==> config.mk <==
export PLATFORM = sky130hd
export DESIGN_NAME = case_folded_substring_finder_top
export DESIGN_NICKNAME = d
export VERILOG_FILES = /design/src/csf_pkg.sv /design/src/csf_match.sv /design/src/case_folded_substring_finder_top.sv
export VERILOG_INCLUDE_DIRS = /design/src /design/src/src
export SDC_FILE = /design/constraint.sdc
export NUM_CORES = 2
export LEC_CHECK = 0
export BUFFER_PORTS_ARGS = -buffer_cell sky130_fd_sc_hd__buf_2
export CORE_ASPECT_RATIO = 0.5
export CORE_MARGIN = 2
export CORE_UTILIZATION = 40
export CTS_CLUSTER_SIZE = 14
export DETAILED_ROUTE_END_ITERATION = 7
export PLACE_DENSITY = 0.66
export SETUP_SLACK_MARGIN = 0.1
export SLEW_MARGIN = 20
export SYNTH_ARGS = -nofsm -noshare
export SYNTH_HDL_FRONTEND = slang
export SYNTH_SLANG_ARGS = --single-unit
export TNS_END_PERCENT = 5
==> constraint.sdc <==
create_clock -name aclk -period 25.7 [get_ports aclk]
set_input_delay 5.14 -clock aclk [delete_from_list [all_inputs] [get_ports aclk]]
set_output_delay 5.14 -clock aclk [all_outputs]
set_load 0.01 [all_outputs]
==> src/assert_macros.svh <==
// Assertion macros shared by the finder RTL
`ifndef ASSERT_MACROS_SVH
`define ASSERT_MACROS_SVH

// Check a condition on every clock edge out of reset
`define CSF_ASSERT(lbl, cond) \
    lbl: assert property (@(posedge aclk) disable iff (!aresetn) (cond)) \
        else $error("csf assertion failed");

// Check that a consequent follows an antecedent in the same cycle
`define CSF_ASSERT_IMPL(lbl, ante, cons) \
    lbl: assert property (@(posedge aclk) disable iff (!aresetn) (ante) |-> (cons)) \
        else $error("csf assertion failed");

// Check that a consequent follows an antecedent in the next cycle
`define CSF_ASSERT_NEXT(lbl, ante, cons) \
    lbl: assert property (@(posedge aclk) disable iff (!aresetn) (ante) |=> (cons)) \
        else $error("csf assertion failed");

`endif

==> src/csf_pkg.sv <==
// Package with types, constants and helpers of the case-folded substring finder
`timescale 1ns / 1ps

package csf_pkg;

    localparam int MAX_QUERY_UNITS = 16;
    localparam int UNIT_W          = 16;
    localparam int LEN_W           = $clog2(MAX_QUERY_UNITS + 1);
    localparam int QIDX_W          = $clog2(MAX_QUERY_UNITS);
    localparam int POS_W           = 16;
    localparam int FRAG_W          = 16;
    localparam int CFG_IDX_W       = 3;
    localparam int CFG_DATA_W      = 64;
    localparam int UNITS_PER_WORD  = CFG_DATA_W / UNIT_W;
    localparam int UNIT_SEL_W      = $clog2(UNITS_PER_WORD);
    localparam int WORD_SEL_W      = QIDX_W - UNIT_SEL_W;

    localparam logic [UNIT_W-1:0] CHAR_UPPER_A = 16'h0041;
    localparam logic [UNIT_W-1:0] CHAR_UPPER_Z = 16'h005A;
    localparam logic [UNIT_W-1:0] CHAR_LOWER_A = 16'h0061;

    localparam logic [CFG_IDX_W-1:0] REG_QUERY_LENGTH = 3'd0;
    localparam logic [CFG_IDX_W-1:0] REG_QUERY_0_3    = 3'd1;
    localparam logic [CFG_IDX_W-1:0] REG_QUERY_4_7    = 3'd2;
    localparam logic [CFG_IDX_W-1:0] REG_QUERY_8_11   = 3'd3;
    localparam logic [CFG_IDX_W-1:0] REG_QUERY_12_15  = 3'd4;

    typedef logic [UNIT_W-1:0] unit_t;
    typedef unit_t [MAX_QUERY_UNITS-1:0] units_t;

    typedef struct packed {
        logic [LEN_W-1:0]  match_length;
        logic [POS_W-1:0]  match_start;
        logic [FRAG_W-1:0] match_fragment;
    } result_t;

    function automatic unit_t fold_unit(input unit_t c);
        unit_t r;
        r = c;
        if (c inside {[CHAR_UPPER_A:CHAR_UPPER_Z]}) begin
            r = c - CHAR_UPPER_A + CHAR_LOWER_A;
        end
        return r;
    endfunction

endpackage

==> src/csf_match.sv <==
// Parallel end-aligned compare of the text window against the query
`timescale 1ns / 1ps

module csf_match (
    input  csf_pkg::units_t                window,
    input  csf_pkg::units_t                query,
    input  logic [csf_pkg::LEN_W-1:0]      len,
    input  logic [csf_pkg::LEN_W-1:0]      fill,
    output logic                           hit
);
    import csf_pkg::*;

    logic [MAX_QUERY_UNITS-1:0] lane_ok;
    logic [LEN_W-1:0]           qsel [MAX_QUERY_UNITS];

    always_comb begin
        for (int j = 0; j < MAX_QUERY_UNITS; j++) begin
            qsel[j]    = len - LEN_W'(1) - LEN_W'(j);
            lane_ok[j] = (LEN_W'(j) >= len) ||
                         (window[j] == query[qsel[j][QIDX_W-1:0]]);
        end
        hit = (len != '0) && (fill >= len) && (&lane_ok);
    end

endmodule

==> src/case_folded_substring_finder_top.sv <==
// Top level of the case-folded substring finder
//
//  channel | direction | tdata (low bit up)                         | tuser
//  s_      | in        | code_unit, fragment_number                 | starts_fragment
//  m_      | out       | match_fragment, match_start, match_length  | -
//  cfg_    | in        | write enable, register index, 64-bit data  | -
//
// One item per cycle while s_tready is high.
// The result register plus one skid entry let items flow while m_tready is low;
// s_tready drops only when the skid entry is full.
// Reset is synchronous on aresetn and clears all state but the result and skid data;
// no clearing pass. Results are registered from the item that ends the match.
`timescale 1ns / 1ps

`include "assert_macros.svh"

module case_folded_substring_finder_top (
    input  logic                              aclk,
    input  logic                              aresetn,
    input  logic                              s_tvalid,
    output logic                              s_tready,
    input  logic [31:0]                       s_tdata,  // code_unit, fragment_number
    input  logic                              s_tuser,  // starts_fragment
    output logic                              m_tvalid,
    input  logic                              m_tready,
    output logic [39:0]                       m_tdata,  // match_fragment, match_start,
                                                        // match_length, zero pad
    input  logic                              cfg_wr_en,
    input  logic [csf_pkg::CFG_IDX_W-1:0]     cfg_index,
    input  logic [csf_pkg::CFG_DATA_W-1:0]    cfg_wdata
);
    import csf_pkg::*;

    logic [LEN_W-1:0]  query_length_reg;
    units_t            query_reg;
    units_t            window_reg;
    logic [LEN_W-1:0]  fill_reg;
    logic [POS_W-1:0]  pos_reg;
    logic              past_end_reg;
    logic [LEN_W-1:0]  supp_reg;
    logic [FRAG_W-1:0] frag_reg;
    result_t           out_reg;
    logic              out_valid_reg;
    result_t           skid_reg;
    logic              skid_valid_reg;

    logic              accept;
    logic              pop;
    unit_t             unit_fold;
    logic              start;
    logic [LEN_W-1:0]  len_eff;
    logic [FRAG_W-1:0] frag_cur;
    logic [LEN_W-1:0]  fill_cur;
    logic [POS_W-1:0]  pos_cur;
    logic              past_cur;
    logic [LEN_W-1:0]  supp_cur;
    units_t            window_next;
    logic [LEN_W-1:0]  fill_next;
    logic [POS_W-1:0]  pos_next;
    logic              past_end_next;
    logic [LEN_W-1:0]  supp_next;
    logic              hit;
    logic              report;
    result_t           res;
    logic [WORD_SEL_W-1:0] cfg_word;

    assign accept    = s_tvalid && s_tready;
    assign pop       = out_valid_reg && m_tready;
    assign s_tready  = !skid_valid_reg;
    assign m_tvalid  = out_valid_reg;
    assign m_tdata   = {3'b000, out_reg};

    assign unit_fold = fold_unit(s_tdata[UNIT_W-1:0]);
    assign start     = s_tuser;
    assign len_eff   = (query_length_reg > LEN_W'(MAX_QUERY_UNITS)) ?
                       LEN_W'(MAX_QUERY_UNITS) : query_length_reg;
    assign cfg_word  = WORD_SEL_W'(cfg_index - REG_QUERY_0_3);

    // Restart the fragment context on a start flag
    always_comb begin
        frag_cur = start ? s_tdata[2*UNIT_W-1:UNIT_W] : frag_reg;
        fill_cur = start ? '0 : fill_reg;
        pos_cur  = start ? '0 : pos_reg;
        past_cur = start ? 1'b0 : past_end_reg;
        supp_cur = start ? '0 : supp_reg;
    end

    always_comb begin
        window_next   = {window_reg[MAX_QUERY_UNITS-2:0], unit_fold};
        fill_next     = (fill_cur < LEN_W'(MAX_QUERY_UNITS)) ? fill_cur + LEN_W'(1) : fill_cur;
        past_end_next = past_cur || (pos_cur == {POS_W{1'b1}});
        pos_next      = (pos_cur == {POS_W{1'b1}}) ? pos_cur : pos_cur + POS_W'(1);
    end

    csf_match u_match (
        .window (window_next),
        .query  (query_reg),
        .len    (len_eff),
        .fill   (fill_next),
        .hit    (hit)
    );

    always_comb begin
        report             = hit && (supp_cur == '0) && !past_cur;
        res.match_fragment = frag_cur;
        res.match_start    = pos_cur + POS_W'(1) - POS_W'(len_eff);
        res.match_length   = len_eff;
        if (report) begin
            supp_next = len_eff - LEN_W'(1);
        end else if (supp_cur != '0) begin
            supp_next = supp_cur - LEN_W'(1);
        end else begin
            supp_next = supp_cur;
        end
    end

    // Configuration registers; fold query units as they are written
    always_ff @(posedge aclk) begin
        if (!aresetn) begin
            query_length_reg <= '0;
            query_reg        <= '0;
        end else if (cfg_wr_en) begin
            case (cfg_index)
                REG_QUERY_LENGTH: query_length_reg <= cfg_wdata[LEN_W-1:0];
                REG_QUERY_0_3, REG_QUERY_4_7, REG_QUERY_8_11, REG_QUERY_12_15: begin
                    for (int k = 0; k < UNITS_PER_WORD; k++) begin
                        query_reg[{cfg_word, UNIT_SEL_W'(k)}] <=
                            fold_unit(cfg_wdata[k*UNIT_W +: UNIT_W]);
                    end
                end
                default: ;
            endcase
        end
    end

    // Stream state
    always_ff @(posedge aclk) begin
        if (!aresetn) begin
            window_reg   <= '0;
            fill_reg     <= '0;
            pos_reg      <= '0;
            past_end_reg <= 1'b0;
            supp_reg     <= '0;
            frag_reg     <= '0;
        end else if (accept) begin
            window_reg   <= window_next;
            fill_reg     <= fill_next;
            pos_reg      <= pos_next;
            past_end_reg <= past_end_next;
            supp_reg     <= supp_next;
            frag_reg     <= frag_cur;
        end
    end

    // Result register and skid entry
    always_ff @(posedge aclk) begin
        if (!aresetn) begin
            out_valid_reg  <= 1'b0;
            skid_valid_reg <= 1'b0;
        end else if (skid_valid_reg) begin
            if (!out_valid_reg || pop) begin
                out_valid_reg  <= 1'b1;
                skid_valid_reg <= 1'b0;
            end
        end else if (!out_valid_reg || pop) begin
            out_valid_reg <= accept && report;
        end else if (accept && report) begin
            skid_valid_reg <= 1'b1;
        end
    end

    always_ff @(posedge aclk) begin
        if (skid_valid_reg) begin
            if (!out_valid_reg || pop) begin
                out_reg <= skid_reg;
            end
        end else if (!out_valid_reg || pop) begin
            out_reg <= res;
        end else if (accept && report) begin
            skid_reg <= res;
        end
    end

    `CSF_ASSERT_IMPL(a_skid_behind_out, skid_valid_reg, out_valid_reg)
    `CSF_ASSERT_IMPL(a_out_len_range, out_valid_reg, (out_reg.match_length != '0) && (out_reg.match_length <= LEN_W'(MAX_QUERY_UNITS)))
    `CSF_ASSERT(a_supp_below_len, supp_reg < LEN_W'(MAX_QUERY_UNITS))
    `CSF_ASSERT(a_fill_range, fill_reg <= LEN_W'(MAX_QUERY_UNITS))
    `CSF_ASSERT_NEXT(a_start_resets_pos, accept && s_tuser, pos_reg == POS_W'(1))

endmodule

Word level (Yosys, flattened, before mapping). Index checks and enable logic that the tools add are counted.

Register bits: 620. Input bits: 105. Output and inout bits: 42. Logic and storage cells: 279.

$add $sub $neg: 31. Magnitude comparators: 53. Equality and inequality tests: 21. Mux-type cells: 81. Bitwise gates (word level): 2. Reductions and logical operators: 46.

Operators with widths (count): $bmux W16 S4 (16); $bwmux W256 (4); $mux W16 (40); $eq A16 B16 Y1 (16); $demux W16 S2 (4); $mux W37 (3); $lt A4 B5 Y1 const B (20); $add A16 B7 Y16 const B (5); $ge A16 B7 Y1 const B (5); $le A16 B7 Y1 const B (5); $sub A16 B7 Y16 const B (5); $ge A4 B5 Y1 const A (8); $sub A4 B4 Y4 const B (8); $mux W5 (6); $ge A3 B5 Y1 const A (4); $logic_or A1 B1 Y1 (18); $add A16 B1 Y16 const B (1); $eq A16 B16 Y1 const B (1); $ge A4 B1 Y1 const B (4); $logic_and A1 B1 Y1 (16); $reduce_and A16 Y1 (1); $sub A16 B5 Y16 (1); $sub A4 B3 Y4 const B (4); $ge A1 B5 Y1 const A (2); other kinds (21) (37).

Depth between registers and ports, before layout.
Word-level depth: 16. Gate-level depth with buffers: 25. Gate-level depth less buffers: 15.

Modules after synthesis. Synthesis repeated with hierarchy kept, for this count alone.

Cell total of the unflattened synthesis: 4760. Area, all modules: 40521.4 um^2.

By module, submodules not included: case_folded_substring_finder_top (times used 1, cells an instance 2780, area an instance 23532.6 um^2, seq. area each 13152.6 um^2); csf_match (times used 1, cells an instance 1980, area an instance 16988.8 um^2, seq. area each 0.0 um^2).

Worst setup path after synthesis. No wires, ideal clock.

Path type: input to register. Start point: in s_tuser. End point: reg skid_reg[0] in the netlist's numbering (enable). Library setup time: 0.524 ns. Arrival: 12.648 ns. Data required time: 25.176 ns. Path slack: 12.529 ns. Stages: 18. Buffers on the path: 4. Cells stage by stage: clkbuf_1 > buf_1 > clkbuf_1 > clkbuf_1 > nor2b_1 > ha_1 > mux2_2 > ha_1 > o31a_1 > o21ai_0 > nand2b_1 > a211oi_1 > a2111oi_0 > nand4_1 > o32ai_1 > nand3_1 > or4_1 > nor4_1.

Cells in the longest elaborated chain, start to end: 10. Elaborated cells between the ends (all ways): 15.

Ends and longest elaborated chain: from (decl) (line case_folded_substring_finder_top.sv:23) `input logic s_tuser,`; $mux W5 * (line case_folded_substring_finder_top.sv:82) `fill_cur = start ? '0 : fill_reg;`; $add A5 B1 Y5 or $lt A5 B5 Y1 (tied branches) (line case_folded_substring_finder_top.sv:90) `fill_next = (fill_cur < LEN_W'(MAX_QUERY_UNITS)) ? fill_cur + LEN_W'(1) : fill_cur;`; $mux W5 * (line case_folded_substring_finder_top.sv:90); via fill_next[1] (line case_folded_substring_finder_top.sv:58) `logic [LEN_W-1:0] fill_next;`; $ge A5 B5 Y1 * (line csf_match.sv:22) `hit = (len != '0) && (fill >= len) && (&lane_ok);`; $logic_and A1 B1 Y1 * (2 in a row) (line csf_match.sv:22); $logic_and A1 B1 Y1 * (2 in a row) (line case_folded_substring_finder_top.sv:104) `report = hit && (supp_cur == '0) && !past_cur;`; $logic_and A1 B1 Y1 * (line case_folded_substring_finder_top.sv:179) `end else if (accept && report) begin`; $reduce_and A3 Y1 (no line) *; to (signal assigned) (line case_folded_substring_finder_top.sv:180) `skid_reg <= res;`; to (decl) (line case_folded_substring_finder_top.sv:44) `result_t skid_reg;`.

The timed path passes the listed nets; every way through them passes the cells marked *. A chain may end at the register's enable or synchronous reset.

Worst setup path in the final report.
Start point: in s_tuser. End point: reg skid_reg[9] in the netlist's numbering (enable).

Same word-level chain as after synthesis.

==> impl_metrics.toml <==
[pwr]
p_per_area_nw_per_um2 = 55.4
peakVddDrop_uv = 49.0
p_leak_uw = 0.0162
power.total_uw = 2600

[grt]
antenna_found_initial = 19
grt_pass1_wl_mm = 292
grt_pass1_vias = 37400
grt_max_degree = 188
overflow = 0
grt_usage_pct = 37.3

[final_layout]
drive_above_1_share_pct = 15.3
seq_area_um2 = 13200
n_fill_cell = 10400
largest_reg_flops = 256
final_nets = 5064
multi_input_area_um2 = 28000
area_growth_pct = 9.04

[timing]
setup_viol = 0
fin_skew_ps = 34.6
finalCriticalPeriod_ps = 9510
rsz0062_at_grt = "false"
tightestPinTransition_ps = 1360
max_freq_mhz = 105
period_share_pct = 37.0
hold_viol_final = 0
slew_headroom_pct = 8.70
slew_violations = 0
tns_ps = 0

[floorplanning]
io_pins = 147
die_area_um2 = 110000
fp.coreArea_um2 = 106000
rows = 84
die_x_um = 468
die_y_um = 236
initial_core_util_pct = 40.6

[status]
violations = "DRC"
status = "complete, but fails checks"

[clock_tree]
cts_made_buffers = 66
root_buffer = "clkbuf_16"
cts_resized = 0
clock_sinks = 620
cts_max_path_buffers = 3
clk_latency_ps = 700
clk_pin_slew_ps = 60
cts_hold_buf = 0
postCtsSetupBuffers = 0
htreeDepth = 3
cts_tree = "built"

[drt]
wirelength_mm = 214
dr.pass1.iters = 8
ant_nets = 0
drc_errors = 24
via_per_inst = 6.72
vias = 43200
drt_iter0_drc = 7345
routed_wire_length_per_instance_um = 33.3

[setup_path]
required_ps = 26040
cp_max_fo = 50
slowest_delay_ps = 600
path_delay_family = "buffers and inverters"
worstSetupPathType = "input pin to flop"
path_cells = "buf_2 -> buf_4 -> inv_1 -> nand2_1 -> mux2_2 -> ha_1 -> o31a_1 -> o21ai_0 -> nand2b_1 -> a211oi_1 -> a2111oi_0 -> nand4_1 -> o32ai_1 -> nand3_1 -> or4_1 -> nor4_2 -> buf_4"
arrival_ps = 9850
cp_common_cell = "buf_4"
cp_num_buf_inv = 4
crit_path_start_kind = "input pin"
end_kind = "flop"
cp_slowest_cell = "or4_1"

[synthesis]
yosys.area.top_type = "dfxtp_1"
synth_edf_count = 74
async_flop_share_pct = 0
synth_fa_ha_area_share_pct = 0.658
synth_common_cells = "nand2_1, a21oi_1, dfxtp_1, mux2i_1, clkbuf_1"
yosys_register_bits = 620
avgSynthCellArea_um2 = 8.51
yosys.cell_count.top_type = "nand2_1"
synth_area_leaders = "dfxtp_1, mux2i_1, nand2_1"
synthSimpleGateAreaFrac_pct = 19.0
yosysTopAreaCellShare_pct = 25.4
synthMuxAreaShare_pct = 22.9
synth-compound-area-share_pct = 16.7
synth-xor-area-share_pct = 5.24
yosys_warnings = 0
syn-instance-count = 5050
synth_top_family_by_area = "multiplexers"
synth_area_um2 = 43000
synthDistinctLibCells = 110
synth_ff_type = "dfxtp_1"
synth_seq_area_share_pct = 30.6

[flow_run]
drv_cap = 0

[placement]
hpwl_mm = 157
port_buffers = 143
place_congestion = 1.11

[worst_hold_path]
min_path_type = "flop to flop"
metal layers:
layer  global-route usage (%)  vias up  routed length [um]
met4                     13.2       12                9220
met1                     50.5    21200               85500
met3                     23.2      514               39900
li1                         -    18200                   -
met5                        0        -                 344
met2                     46.8     3303               79200
kinds of logic after synthesis:
| logic type | after synthesis |
|---|---|
| other | 1 |
| multiplexers | 747 |
| XOR/XNOR | 249 |
| adder cells (fa/ha/maj) | 22 |
| AO/OA/AOI/OAI | 1157 |
| flip-flops | 620 |
| AND/OR/NAND/NOR | 1808 |
| buffers and inverters | 446 |
report_power, final:
part | internal, uW | switching [uW]
Clock | 573 | 482
Sequential | 1000 | 30.8
Combinational | 160 | 349
worst min-delay path: stages (launching register included):
cell,delay [ps]
dfxtp_1,310
nand2_1,50
a21oi_1,50
path summary, 6_finish.rpt:
check                                                 to  slack (ps)  depth (start not counted)                             start
worst max register to register     skid_reg[9]$_DFFE_PP_       16960                         15  query_length_reg[0]$_SDFFE_PN0P_
worst max-delay path               skid_reg[9]$_DFFE_PP_       16190                         17                           s_tuser
worst min-delay path            frag_reg[5]$_SDFFE_PN0P_         450                          2          frag_reg[5]$_SDFFE_PN0P_
worst min register to register  frag_reg[5]$_SDFFE_PN0P_         450                          2          frag_reg[5]$_SDFFE_PN0P_
layout by cell type, fill, tap and decap left out, drive strengths merged, types with 13 or more instances in the layout:
| cell type | Yosys | routed |
|---|---|---|
| nand2 | 1127 | 1127 |
| a21oi | 612 | 612 |
| dfxtp | 546 | 546 |
| mux2i | 444 | 444 |
| buf | 197 | 233 |
| nor2 | 196 | 196 |
| mux4 | 175 | 175 |
| xnor2 | 169 | 169 |
| mux2 | 128 | 128 |
| o21ai | 103 | 103 |
| nor3 | 91 | 91 |
| a211oi | 89 | 89 |
| xor2 | 80 | 80 |
| clkbuf | 220 | 79 |
| nand3 | 77 | 77 |
| edfxtp | 74 | 74 |
| o221ai | 50 | 50 |
| o22ai | 49 | 49 |
| nand4 | 42 | 42 |
| and3 | 38 | 38 |
| or4b | 34 | 34 |
| nor4 | 32 | 32 |
| nor2b | 31 | 31 |
| inv | 26 | 29 |
| clkinv | 3 | 26 |
| or3 | 25 | 25 |
| nand2b | 24 | 24 |
| a31oi | 21 | 21 |
| ha | 21 | 21 |
| or4 | 20 | 20 |
| a2bb2oi | 19 | 19 |
| diode | 0 | 18 |
| o2111ai | 18 | 18 |
| o211ai | 17 | 17 |
| a32oi | 15 | 15 |
| and2 | 14 | 14 |
| a21o | 14 | 14 |
| a22oi | 14 | 14 |
| and3b | 13 | 13 |
per-stage QoR:
stage	utilization, %	hold slack (ps)	std cells	area (um^2)	setup WS (ps)
detailed placement	42.0	444	6286	44400	15520
CTS	44.2	453	6403	46700	16260
finish	44.3	452	6423	46900	16190
global placement	42.0	439	6286	44400	15330
floorplan	-	434	5052	43000	12530
global route	44.2	477	6409	46800	15900
area by class of cell:
type	instances	share of cell area (%)
multi-input combinational	3986	59.7
sequential	620	28.1
tap	1419	3.79
clock buffer	78	3.75
timing repair buffer	234	3.12
clock inverter	39	1.16
inverter	29	0.272
antenna	18	0.0961
Power figures use the tool's default switching activity.
